$ cat src/rtl/tmf_pkg.sv
// Shared types and constants of the two-stage trimmed mean filter.
package tmf_pkg;

    localparam int SAMPLE_BITS = 12;
    localparam int MV_BITS     = 13;

    typedef logic [SAMPLE_BITS-1:0] t_code;
    typedef logic [MV_BITS-1:0]     t_mv;

    localparam t_code SAMPLE_MAX   = '1;
    localparam t_mv   REF_MV_RESET = 13'd3300;

    typedef enum logic [2:0] {
        BK_IDLE,
        BK_DIV_BLK,
        BK_STORE,
        BK_SCAN,
        BK_TRIM,
        BK_DIV_WIN,
        BK_MUL,
        BK_OUT
    } t_back_state;

    typedef struct packed {
        logic pop;
        logic div_start;
        logic div_sel;
        logic ring_we;
        logic scan_en;
        logic out_load;
        logic out_valid;
    } t_back_ctl;

endpackage

$ cat src/rtl/tmf_div.sv
// Constant divider for the block and ring means, built as a reciprocal multiplication.
module tmf_div #(
    parameter int DW      = 17,
    parameter int BLK_DIV = 28,
    parameter int WIN_DIV = 3
) (
    input  logic          i_clk,
    input  logic          i_rst_n,
    input  logic          i_start,
    input  logic          i_sel,
    input  logic [DW-1:0] i_dividend,
    output logic          o_done,
    output logic [DW-1:0] o_quotient
);

    localparam int DL     = $clog2((BLK_DIV > WIN_DIV) ? BLK_DIV : WIN_DIV);
    localparam int SHIFT  = DW + DL;
    localparam int RCP_W  = SHIFT + 1;
    localparam int PROD_W = DW + RCP_W;
    localparam logic [RCP_W-1:0] RCP_BLK = RCP_W'(((1 << SHIFT) + BLK_DIV - 1) / BLK_DIV);
    localparam logic [RCP_W-1:0] RCP_WIN = RCP_W'(((1 << SHIFT) + WIN_DIV - 1) / WIN_DIV);

    logic              r_busy;
    logic              r_done;
    logic              r_sel;
    logic [DW-1:0]     r_dvd;
    logic [PROD_W-1:0] r_prod;
    logic [RCP_W-1:0]  rcp;

    assign rcp = r_sel ? RCP_WIN : RCP_BLK;

    always_ff @(posedge i_clk) begin
        if (!i_rst_n) begin
            r_busy <= 1'b0;
            r_done <= 1'b0;
        end else begin
            r_busy <= i_start;
            r_done <= r_busy;
        end
    end

    always_ff @(posedge i_clk) begin
        if (i_start) begin
            r_dvd <= i_dividend;
            r_sel <= i_sel;
        end
        if (r_busy) begin
            r_prod <= PROD_W'(r_dvd) * PROD_W'(rcp);
        end
    end

    assign o_done     = r_done;
    assign o_quotient = r_prod[SHIFT +: DW];

endmodule

$ cat src/rtl/tmf_queue.sv
// Two-entry queue that carries finished block statistics to the back end.
module tmf_queue import tmf_pkg::*; #(
    parameter int DATA_W = 82
) (
    input  logic              i_clk,
    input  logic              i_rst_n,
    input  logic              i_push,
    input  logic [DATA_W-1:0] i_data,
    output logic              o_full,
    input  logic              i_pop,
    output logic              o_valid,
    output logic [DATA_W-1:0] o_data
);

    logic [DATA_W-1:0] r_mem [2];
    logic              r_wp;
    logic              r_rp;
    logic [1:0]        r_cnt;

    always_ff @(posedge i_clk) begin
        if (i_push) begin
            r_mem[r_wp] <= i_data;
        end
    end

    always_ff @(posedge i_clk) begin
        if (!i_rst_n) begin
            r_wp  <= 1'b0;
            r_rp  <= 1'b0;
            r_cnt <= '0;
        end else begin
            if (i_push) begin
                r_wp <= ~r_wp;
            end
            if (i_pop) begin
                r_rp <= ~r_rp;
            end
            if (i_push && !i_pop) begin
                r_cnt <= r_cnt + 2'd1;
            end else if (!i_push && i_pop) begin
                r_cnt <= r_cnt - 2'd1;
            end
        end
    end

    assign o_full  = (r_cnt == 2'd2);
    assign o_valid = (r_cnt != 2'd0);
    assign o_data  = r_mem[r_rp];

    a_no_overflow: assert property (@(posedge i_clk) disable iff (!i_rst_n)
        i_push |-> r_cnt != 2'd2)
        else $error("Queue written while full.");

    a_no_underflow: assert property (@(posedge i_clk) disable iff (!i_rst_n)
        i_pop |-> r_cnt != 2'd0)
        else $error("Queue read while empty.");

endmodule

$ cat src/rtl/tmf_front.sv
// Front end: accepts sample pairs and keeps the running block sum, maximum and minimum.
module tmf_front import tmf_pkg::*; #(
    parameter int BLOCK_LEN = 30
) (
    input  logic  i_clk,
    input  logic  i_rst_n,
    input  logic  i_valid,
    output logic  o_stall,
    input  t_code i_sample_first,
    input  t_code i_sample_second,
    input  logic  i_q_full,
    output logic  o_push,
    output logic [2*(SAMPLE_BITS+$clog2(BLOCK_LEN)+2*SAMPLE_BITS)-1:0] o_push_data
);

    localparam int SUM_W = SAMPLE_BITS + $clog2(BLOCK_LEN);
    localparam int ENT_W = SUM_W + 2 * SAMPLE_BITS;
    localparam int POS_W = $clog2(BLOCK_LEN);

    logic [POS_W-1:0] r_pos;
    logic [SUM_W-1:0] r_sum [2];
    logic [SUM_W-1:0] n_sum [2];
    t_code            r_max [2];
    t_code            n_max [2];
    t_code            r_min [2];
    t_code            n_min [2];
    t_code            smp   [2];
    logic             last;
    logic             accept;

    assign smp[0] = i_sample_first;
    assign smp[1] = i_sample_second;

    assign last    = (r_pos == POS_W'(BLOCK_LEN - 1));
    assign o_stall = last && i_q_full;
    assign accept  = i_valid && !o_stall;
    assign o_push  = accept && last;

    always_comb begin
        for (int c = 0; c < 2; c++) begin
            n_sum[c] = r_sum[c] + SUM_W'(smp[c]);
            n_max[c] = (smp[c] > r_max[c]) ? smp[c] : r_max[c];
            n_min[c] = (smp[c] < r_min[c]) ? smp[c] : r_min[c];
            o_push_data[c*ENT_W +: ENT_W] = {n_sum[c], n_max[c], n_min[c]};
        end
    end

    always_ff @(posedge i_clk) begin
        if (!i_rst_n) begin
            r_pos <= '0;
            for (int c = 0; c < 2; c++) begin
                r_sum[c] <= '0;
                r_max[c] <= '0;
                r_min[c] <= SAMPLE_MAX;
            end
        end else if (accept) begin
            if (last) begin
                r_pos <= '0;
                for (int c = 0; c < 2; c++) begin
                    r_sum[c] <= '0;
                    r_max[c] <= '0;
                    r_min[c] <= SAMPLE_MAX;
                end
            end else begin
                r_pos <= r_pos + POS_W'(1);
                for (int c = 0; c < 2; c++) begin
                    r_sum[c] <= n_sum[c];
                    r_max[c] <= n_max[c];
                    r_min[c] <= n_min[c];
                end
            end
        end
    end

endmodule

$ cat src/rtl/tmf_back.sv
// Back end: block mean, ring update, ring trimmed mean and millivolt scaling.
module tmf_back import tmf_pkg::*; #(
    parameter int BLOCK_LEN  = 30,
    parameter int WINDOW_LEN = 5
) (
    input  logic  i_clk,
    input  logic  i_rst_n,
    input  logic  i_q_valid,
    input  logic [2*(SAMPLE_BITS+$clog2(BLOCK_LEN)+2*SAMPLE_BITS)-1:0] i_q_data,
    output logic  o_q_pop,
    input  t_mv   i_ref_mv,
    output logic  o_valid,
    input  logic  i_stall,
    output t_code o_filtered_first,
    output t_code o_filtered_second,
    output t_mv   o_millivolts_first,
    output t_mv   o_millivolts_second
);

    localparam int SUM_W  = SAMPLE_BITS + $clog2(BLOCK_LEN);
    localparam int ENT_W  = SUM_W + 2 * SAMPLE_BITS;
    localparam int RSUM_W = SAMPLE_BITS + $clog2(WINDOW_LEN);
    localparam int DW     = (SUM_W > RSUM_W) ? SUM_W : RSUM_W;
    localparam int WP_W   = $clog2(WINDOW_LEN);
    localparam int PROD_W = SAMPLE_BITS + MV_BITS;

    t_back_state       r_state;
    t_back_state       n_state;
    t_back_ctl         ctl;

    logic [SUM_W-1:0]  q_sum    [2];
    t_code             q_max    [2];
    t_code             q_min    [2];
    logic [SUM_W-1:0]  blk_diff [2];
    logic [RSUM_W-1:0] win_diff [2];
    logic [DW-1:0]     dividend [2];
    logic [DW-1:0]     quo      [2];
    logic [1:0]        done;
    logic              div_done;
    logic [PROD_W-1:0] prod     [2];

    t_code             r_ring   [2][WINDOW_LEN];
    logic [WP_W-1:0]   r_wpos;
    logic [WP_W-1:0]   r_scan;
    logic [RSUM_W-1:0] r_rsum   [2];
    t_code             r_hi     [2];
    t_code             r_lo     [2];
    t_code             r_filt   [2];
    t_mv               r_mv     [2];

    always_comb begin
        for (int c = 0; c < 2; c++) begin
            q_min[c]    = i_q_data[c*ENT_W +: SAMPLE_BITS];
            q_max[c]    = i_q_data[c*ENT_W + SAMPLE_BITS +: SAMPLE_BITS];
            q_sum[c]    = i_q_data[c*ENT_W + 2*SAMPLE_BITS +: SUM_W];
            blk_diff[c] = q_sum[c] - SUM_W'(q_max[c]) - SUM_W'(q_min[c]);
            win_diff[c] = r_rsum[c] - RSUM_W'(r_hi[c]) - RSUM_W'(r_lo[c]);
            dividend[c] = ctl.div_sel ? DW'(win_diff[c]) : DW'(blk_diff[c]);
            prod[c]     = PROD_W'(quo[c][SAMPLE_BITS-1:0]) * PROD_W'(i_ref_mv);
        end
    end

    assign div_done = &done;

    for (genvar g = 0; g < 2; g++) begin : g_div
        tmf_div #(
            .DW      (DW),
            .BLK_DIV (BLOCK_LEN - 2),
            .WIN_DIV (WINDOW_LEN - 2)
        ) u_div (
            .i_clk      (i_clk),
            .i_rst_n    (i_rst_n),
            .i_start    (ctl.div_start),
            .i_sel      (ctl.div_sel),
            .i_dividend (dividend[g]),
            .o_done     (done[g]),
            .o_quotient (quo[g])
        );
    end

    always_comb begin
        n_state = r_state;
        case (r_state)
            BK_IDLE: begin
                if (i_q_valid) begin
                    n_state = BK_DIV_BLK;
                end
            end
            BK_DIV_BLK: begin
                if (div_done) begin
                    n_state = BK_STORE;
                end
            end
            BK_STORE: begin
                n_state = BK_SCAN;
            end
            BK_SCAN: begin
                if (r_scan == WP_W'(WINDOW_LEN - 1)) begin
                    n_state = BK_TRIM;
                end
            end
            BK_TRIM: begin
                n_state = BK_DIV_WIN;
            end
            BK_DIV_WIN: begin
                if (div_done) begin
                    n_state = BK_MUL;
                end
            end
            BK_MUL: begin
                n_state = BK_OUT;
            end
            BK_OUT: begin
                if (!i_stall) begin
                    n_state = BK_IDLE;
                end
            end
            default: begin
                n_state = BK_IDLE;
            end
        endcase
    end

    always_comb begin
        ctl = '0;
        case (r_state)
            BK_IDLE: begin
                ctl.pop       = i_q_valid;
                ctl.div_start = i_q_valid;
            end
            BK_STORE: begin
                ctl.ring_we = 1'b1;
            end
            BK_SCAN: begin
                ctl.scan_en = 1'b1;
            end
            BK_TRIM: begin
                ctl.div_start = 1'b1;
                ctl.div_sel   = 1'b1;
            end
            BK_MUL: begin
                ctl.out_load = 1'b1;
            end
            BK_OUT: begin
                ctl.out_valid = 1'b1;
            end
            default: begin
                ctl = '0;
            end
        endcase
    end

    always_ff @(posedge i_clk) begin
        if (!i_rst_n) begin
            r_state <= BK_IDLE;
            r_wpos  <= '0;
            for (int c = 0; c < 2; c++) begin
                for (int i = 0; i < WINDOW_LEN; i++) begin
                    r_ring[c][i] <= '0;
                end
            end
        end else begin
            r_state <= n_state;
            if (ctl.ring_we) begin
                for (int c = 0; c < 2; c++) begin
                    r_ring[c][r_wpos] <= quo[c][SAMPLE_BITS-1:0];
                end
                if (r_wpos == WP_W'(WINDOW_LEN - 1)) begin
                    r_wpos <= '0;
                end else begin
                    r_wpos <= r_wpos + WP_W'(1);
                end
            end
        end
    end

    always_ff @(posedge i_clk) begin
        if (ctl.ring_we) begin
            r_scan <= '0;
            for (int c = 0; c < 2; c++) begin
                r_rsum[c] <= '0;
                r_hi[c]   <= '0;
                r_lo[c]   <= SAMPLE_MAX;
            end
        end else if (ctl.scan_en) begin
            r_scan <= r_scan + WP_W'(1);
            for (int c = 0; c < 2; c++) begin
                r_rsum[c] <= r_rsum[c] + RSUM_W'(r_ring[c][r_scan]);
                if (r_ring[c][r_scan] > r_hi[c]) begin
                    r_hi[c] <= r_ring[c][r_scan];
                end
                if (r_ring[c][r_scan] < r_lo[c]) begin
                    r_lo[c] <= r_ring[c][r_scan];
                end
            end
        end
        if (ctl.out_load) begin
            for (int c = 0; c < 2; c++) begin
                r_filt[c] <= quo[c][SAMPLE_BITS-1:0];
                r_mv[c]   <= prod[c][SAMPLE_BITS +: MV_BITS];
            end
        end
    end

    assign o_q_pop             = ctl.pop;
    assign o_valid             = ctl.out_valid;
    assign o_filtered_first    = r_filt[0];
    assign o_filtered_second   = r_filt[1];
    assign o_millivolts_first  = r_mv[0];
    assign o_millivolts_second = r_mv[1];

    a_blk_no_underflow: assert property (@(posedge i_clk) disable iff (!i_rst_n)
        (r_state == BK_IDLE && i_q_valid) |->
            q_sum[0] >= SUM_W'(q_max[0]) + SUM_W'(q_min[0]) &&
            q_sum[1] >= SUM_W'(q_max[1]) + SUM_W'(q_min[1]))
        else $error("Block sum below its maximum plus minimum.");

    a_win_no_underflow: assert property (@(posedge i_clk) disable iff (!i_rst_n)
        (r_state == BK_TRIM) |->
            r_rsum[0] >= RSUM_W'(r_hi[0]) + RSUM_W'(r_lo[0]) &&
            r_rsum[1] >= RSUM_W'(r_hi[1]) + RSUM_W'(r_lo[1]))
        else $error("Ring sum below its maximum plus minimum.");

    a_wpos_advance: assert property (@(posedge i_clk) disable iff (!i_rst_n)
        ctl.ring_we |=> r_wpos != $past(r_wpos))
        else $error("Ring position did not advance after a write.");

endmodule

$ cat src/rtl/two_stage_trimmed_mean_filter_core.sv
// Two-stage trimmed mean filter for two converter channels, top level.
// The block takes one sample pair per cycle when it does not stall. Every BLOCK_LEN
// items it forms each channel's block trimmed mean, pushes it into a WINDOW_LEN-entry
// ring and delivers one item with the ring trimmed mean and its millivolt value. For
// each block the back end divides the block sum, writes the ring, scans it, divides
// the ring sum, both divisions by reciprocal multiplication, and scales to millivolts;
// it then holds the finished item while the receiver stalls. A two-entry queue
// between front and back absorbs the difference in pace, and the last item
// of a block is stalled only when that queue is full. No result item comes out for
// the other items.
module two_stage_trimmed_mean_filter_core import tmf_pkg::*; #(
    parameter int BLOCK_LEN  = 30,
    parameter int WINDOW_LEN = 5
) (
    input  logic  i_clk,
    input  logic  i_rst_n,
    input  logic  i_cfg_we,
    input  t_mv   i_cfg_wdata,
    input  logic  i_valid,
    output logic  o_stall,
    input  t_code i_sample_first,
    input  t_code i_sample_second,
    output logic  o_valid,
    input  logic  i_stall,
    output t_code o_filtered_first,
    output t_code o_filtered_second,
    output t_mv   o_millivolts_first,
    output t_mv   o_millivolts_second
);

    localparam int SUM_W = SAMPLE_BITS + $clog2(BLOCK_LEN);
    localparam int Q_W   = 2 * (SUM_W + 2 * SAMPLE_BITS);

    t_mv            r_ref_mv;
    logic           q_push;
    logic [Q_W-1:0] q_wdata;
    logic           q_full;
    logic           q_pop;
    logic           q_valid;
    logic [Q_W-1:0] q_rdata;

    always_ff @(posedge i_clk) begin
        if (!i_rst_n) begin
            r_ref_mv <= REF_MV_RESET;
        end else if (i_cfg_we) begin
            r_ref_mv <= i_cfg_wdata;
        end
    end

    tmf_front #(
        .BLOCK_LEN (BLOCK_LEN)
    ) u_front (
        .i_clk           (i_clk),
        .i_rst_n         (i_rst_n),
        .i_valid         (i_valid),
        .o_stall         (o_stall),
        .i_sample_first  (i_sample_first),
        .i_sample_second (i_sample_second),
        .i_q_full        (q_full),
        .o_push          (q_push),
        .o_push_data     (q_wdata)
    );

    tmf_queue #(
        .DATA_W (Q_W)
    ) u_queue (
        .i_clk   (i_clk),
        .i_rst_n (i_rst_n),
        .i_push  (q_push),
        .i_data  (q_wdata),
        .o_full  (q_full),
        .i_pop   (q_pop),
        .o_valid (q_valid),
        .o_data  (q_rdata)
    );

    tmf_back #(
        .BLOCK_LEN  (BLOCK_LEN),
        .WINDOW_LEN (WINDOW_LEN)
    ) u_back (
        .i_clk               (i_clk),
        .i_rst_n             (i_rst_n),
        .i_q_valid           (q_valid),
        .i_q_data            (q_rdata),
        .o_q_pop             (q_pop),
        .i_ref_mv            (r_ref_mv),
        .o_valid             (o_valid),
        .i_stall             (i_stall),
        .o_filtered_first    (o_filtered_first),
        .o_filtered_second   (o_filtered_second),
        .o_millivolts_first  (o_millivolts_first),
        .o_millivolts_second (o_millivolts_second)
    );

endmodule
$ cat config.mk
export PLATFORM = sky130hd
export DESIGN_NAME = two_stage_trimmed_mean_filter_core
export DESIGN_NICKNAME = d
export VERILOG_FILES = /design/src/rtl/tmf_pkg.sv /design/src/rtl/tmf_div.sv /design/src/rtl/tmf_queue.sv /design/src/rtl/tmf_front.sv /design/src/rtl/tmf_back.sv /design/src/rtl/two_stage_trimmed_mean_filter_core.sv
export SDC_FILE = /design/constraint.sdc
export NUM_CORES = 2
export LEC_CHECK = 0
export BUFFER_PORTS_ARGS = -buffer_cell sky130_fd_sc_hd__buf_2
export CORE_MARGIN = 2
export CORE_UTILIZATION = 35
export CTS_CLUSTER_DIAMETER = 100
export DETAILED_ROUTE_END_ITERATION = 10
export PLACE_DENSITY = 0.48
export SYNTH_ARGS = -nofsm -noshare
export SYNTH_HDL_FRONTEND = slang
export SYNTH_SLANG_ARGS = --single-unit
$ cat constraint.sdc
create_clock -name i_clk -period 7.1 [get_ports i_clk]
set_clock_uncertainty 0.2 [all_clocks]
set_input_delay 1.065 -clock i_clk [delete_from_list [all_inputs] [get_ports i_clk]]
set_output_delay 1.065 -clock i_clk [all_outputs]
set_load 0.05 [all_outputs]
==> summary.md <==
| Metric | Value |
|---|---|
| Status | `finished clean` |
| Min-Delay Path Class | `flip-flop to flip-flop` |
| Setup violators final | `0` |
| Hold buffers post-CTS | `0` |
| Die X | `a little under 400 um` |
| Die H | `~400 um` |
| Syn Std Cell Area | `around 0.052 mm2` |
| Area Growth Syn to Fin | `10.69%` |
| Top-count cell post-synth | `inv_1` |
| DR iter-0 viols | `~1.6k` |
| Busiest grt layer | `met2` |
| Final WL | `129100 um` |
| Die footprint | `between 0.15 and 0.2 mm2` |
| Clock transition at the registers of the reported paths | `about 0.060 ns` |
| Area contributors post-synth | `edfxtp_1, fa_1, ha_1` |
| GR Util met1 | `23.63%` |
| Worst skew pair latency | `0.66 ns` |
| DP Wirelength | `roughly 100000 um` |
| CORE AREA | `0.1492 mm2` |
| Syn_area_per_cell | `around 11 um2` |
| Tmin final | `6.754 ns` |
| Initial antenna violation count | `6` |
| Seq/Total Area, Yosys | `32.98%` |
| CP Class | `flip-flop to flip-flop` |
| Final hold viol count | `0` |
| Number of flops mapped to enable cells by yosys | `553` |
| Share of the synthesized area in the top cell type | `between 30% and 40%` |
| CTS Buffer Depth | `3` |
| Slew Viols, Final | `0` |
| Row Count | `around 140` |
| Share of cells above drive strength 1 | `7.234%` |
| M2 GR Usage | `29.12%` |
| Slew @ Worst Pin | `1.200 ns` |
| RSZ-0062 raised after global routing | `false` |
| # DRC | `0` |
| 1st-pass router iterations | `5` |
| # nets final | `~6.2k` |
| Final ANT Viol Nets | `0` |
| Starting Density | `approximately a third` |
| Post-Syn Instances | `4911` |
| Ratio of final minimum period to clock period | `between 90 and 100%` |
| CP max FO | `38` |
| Sink Count | `587` |
| Finished Core Util | `approximately two fifths` |
| CP Launch Type | `flip-flop` |
| CTS H-Tree Depth | `3` |
| Max-Cap Viols | `0` |
| Met3 GRT Util | `under 10%` |
| Global route total overflow | `0` |
| First-pass GRT wire length | `205100 um` |
| Ys async rst share | `0%` |
| Slew Limit Headroom | `between 10% and 20%` |
| Crit. End Element | `flip-flop` |
| CTS tree | `done` |
| Port bufs | `just over 90` |
| Area leader, netlist | `edfxtp_1` |
| Global-route usage over all layers | `roughly 17%` |
| TritonCTS Buffers | `76` |
| Total number of vias | `around 34k` |
| Vias in the first global route | `about 36k` |
| Routed len/inst | `~18 um` |
| Via/cell ratio | `4.804` |
| I/O pins | `94` |
| Fmax | `roughly 150 MHz` |
| Synth warn | `0` |
| Commonest register cell after synthesis | `edfxtp_1` |
| Post-synthesis register bit count | `between 500 and 600` |
| CP required | `7.28 ns` |
| Yosys cell types | `roughly 80` |
| Setup_tns | `0 ns` |
| Commonest cells in the netlist | `inv_1, ha_1, fa_1` |
| WP data arrival | `about 7 ns` |
| Largest net degree at the start of global routing | `70` |
| CTS root buf | `clkbuf_16` |
| GPL Wtd Cong | `between 0.8 and 0.9` |
layout make-up:
cell class,instances,area (um2)
multi-input combinational,3276,31240
tap,1944,2432
clock buffer,102,2041
inverter,939,3525
clock inverter,33,344.1
antenna,1,2.502
timing repair buffer,178,1141
fill,14790,91220
sequential,587,17290
critical path, stage by stage (launching register included):
cell and delay [ns]:
edfxtp_1 0.46, buf_12 0.21, and2_1 0.22, nand2b_1 0.17, ha_1 0.27, inv_1 0.07
fa_1 0.54, inv_1 0.07, fa_1 0.48, fa_1 0.50, fa_1 0.49, inv_1 0.05
fa_1 0.47, inv_1 0.04, ha_1 0.28, and2_1 0.17, and4_1 0.20, and3_1 0.18
o211ai_1 0.13, o2111ai_2 0.24, o31ai_2 0.37, nand2_1 0.21, a311oi_2 0.34, xnor2_1 0.10
sequential cells by signal (all words and copies together) (netlist names), 5 cells and up, named ones only:
name / cells
u_back.r_rsum: 30
u_back.g_div.u_div.r_dvd: 34
u_queue.r_mem: 164
u_back.r_ring: 120
r_ref_mv: 13
u_back.r_filt: 24
u_front.r_pos: 5
u_back.r_mv: 26
u_back.r_hi: 24
u_front.r_sum: 34
u_back.r_lo: 24
u_front.r_max: 24
u_front.r_min: 24
u_back.g_div.u_div.r_prod: 24
stage by stage:
step | setup WS (ns) | hold WS [ns] | instances | area, um2
2_1_floorplan | 0.6453 | 0.2422 | 4963 | 52620
3_3_place_gp | 0.3786 | 0.2636 | 6923 | 55620
3_5_place_dp | 0.3418 | 0.2645 | 6923 | 55620
4_1_cts | 0.2678 | 0.2803 | 7058 | 58000
5_1_grt | 0.02117 | 0.2977 | 7059 | 58020
6_report | 0.3459 | 0.2782 | 7060 | 58020
metal layers:
metal	routed length, um	part of all wire [%]	up-vias
met5	8	0.0062	-
met4	2533	2.0	2
met3	3999	3.1	131
met2	62040	48	384
met1	60540	47	16930
li1	-	-	16470
final timing paths:
check / cells past startpoint / slack, ns / end / from
hold reg to reg: 2 / 0.28 / r_ref_mv[5]$_SDFFE_PN1P_ / r_ref_mv[5]$_SDFFE_PN1P_
setup / recovery: 23 / 0.35 / u_back.g_div[1].u_div.r_prod[33]$_DFFE_PP_ / u_back.g_div[0].u_div.r_sel$_DFFE_PP_
setup reg to reg: 23 / 0.35 / u_back.g_div[1].u_div.r_prod[33]$_DFFE_PP_ / u_back.g_div[0].u_div.r_sel$_DFFE_PP_
hold / removal: 2 / 0.28 / r_ref_mv[5]$_SDFFE_PN1P_ / r_ref_mv[5]$_SDFFE_PN1P_
kinds of logic (layout without fill, tap and decap cells):
group	Yosys count	count (layout)	synth area share [%]
simple gates	1160	1160	10.95
fa+ha+maj	1109	1109	34.41
other cells	2	55	0.01433
mux	166	166	3.327
buf+inv	1100	1252	7.956
compound gates	636	636	7.846
flops	587	587	32.98
xor+xnor	151	151	2.523
layout by cell type (no fill, tap or decap), types with 45 or more instances in the layout:
cell type,count
a21o_1,85
a21oi_1,167
and2_1,241
and3_1,55
buf_2,93
buf_4,82
clkbuf_16,77
conb_1,54
edfxtp_1,553
fa_1,554
ha_1,555
inv_1,938
mux2_2,45
mux2i_1,118
nand2_1,392
nand2b_1,60
nor2_1,194
o21ai_0,154
xnor2_1,97
xor2_1,54
what timing repair did:
action	4_1_cts	5_1_grt
resized for setup	0	1
setup buffers	0	1
endpoints found under the setup margin	0	3
Power is left out: the tool's default activity adds up to more than one toggle a clock period on the data nets, which glitch-free logic cannot reach.
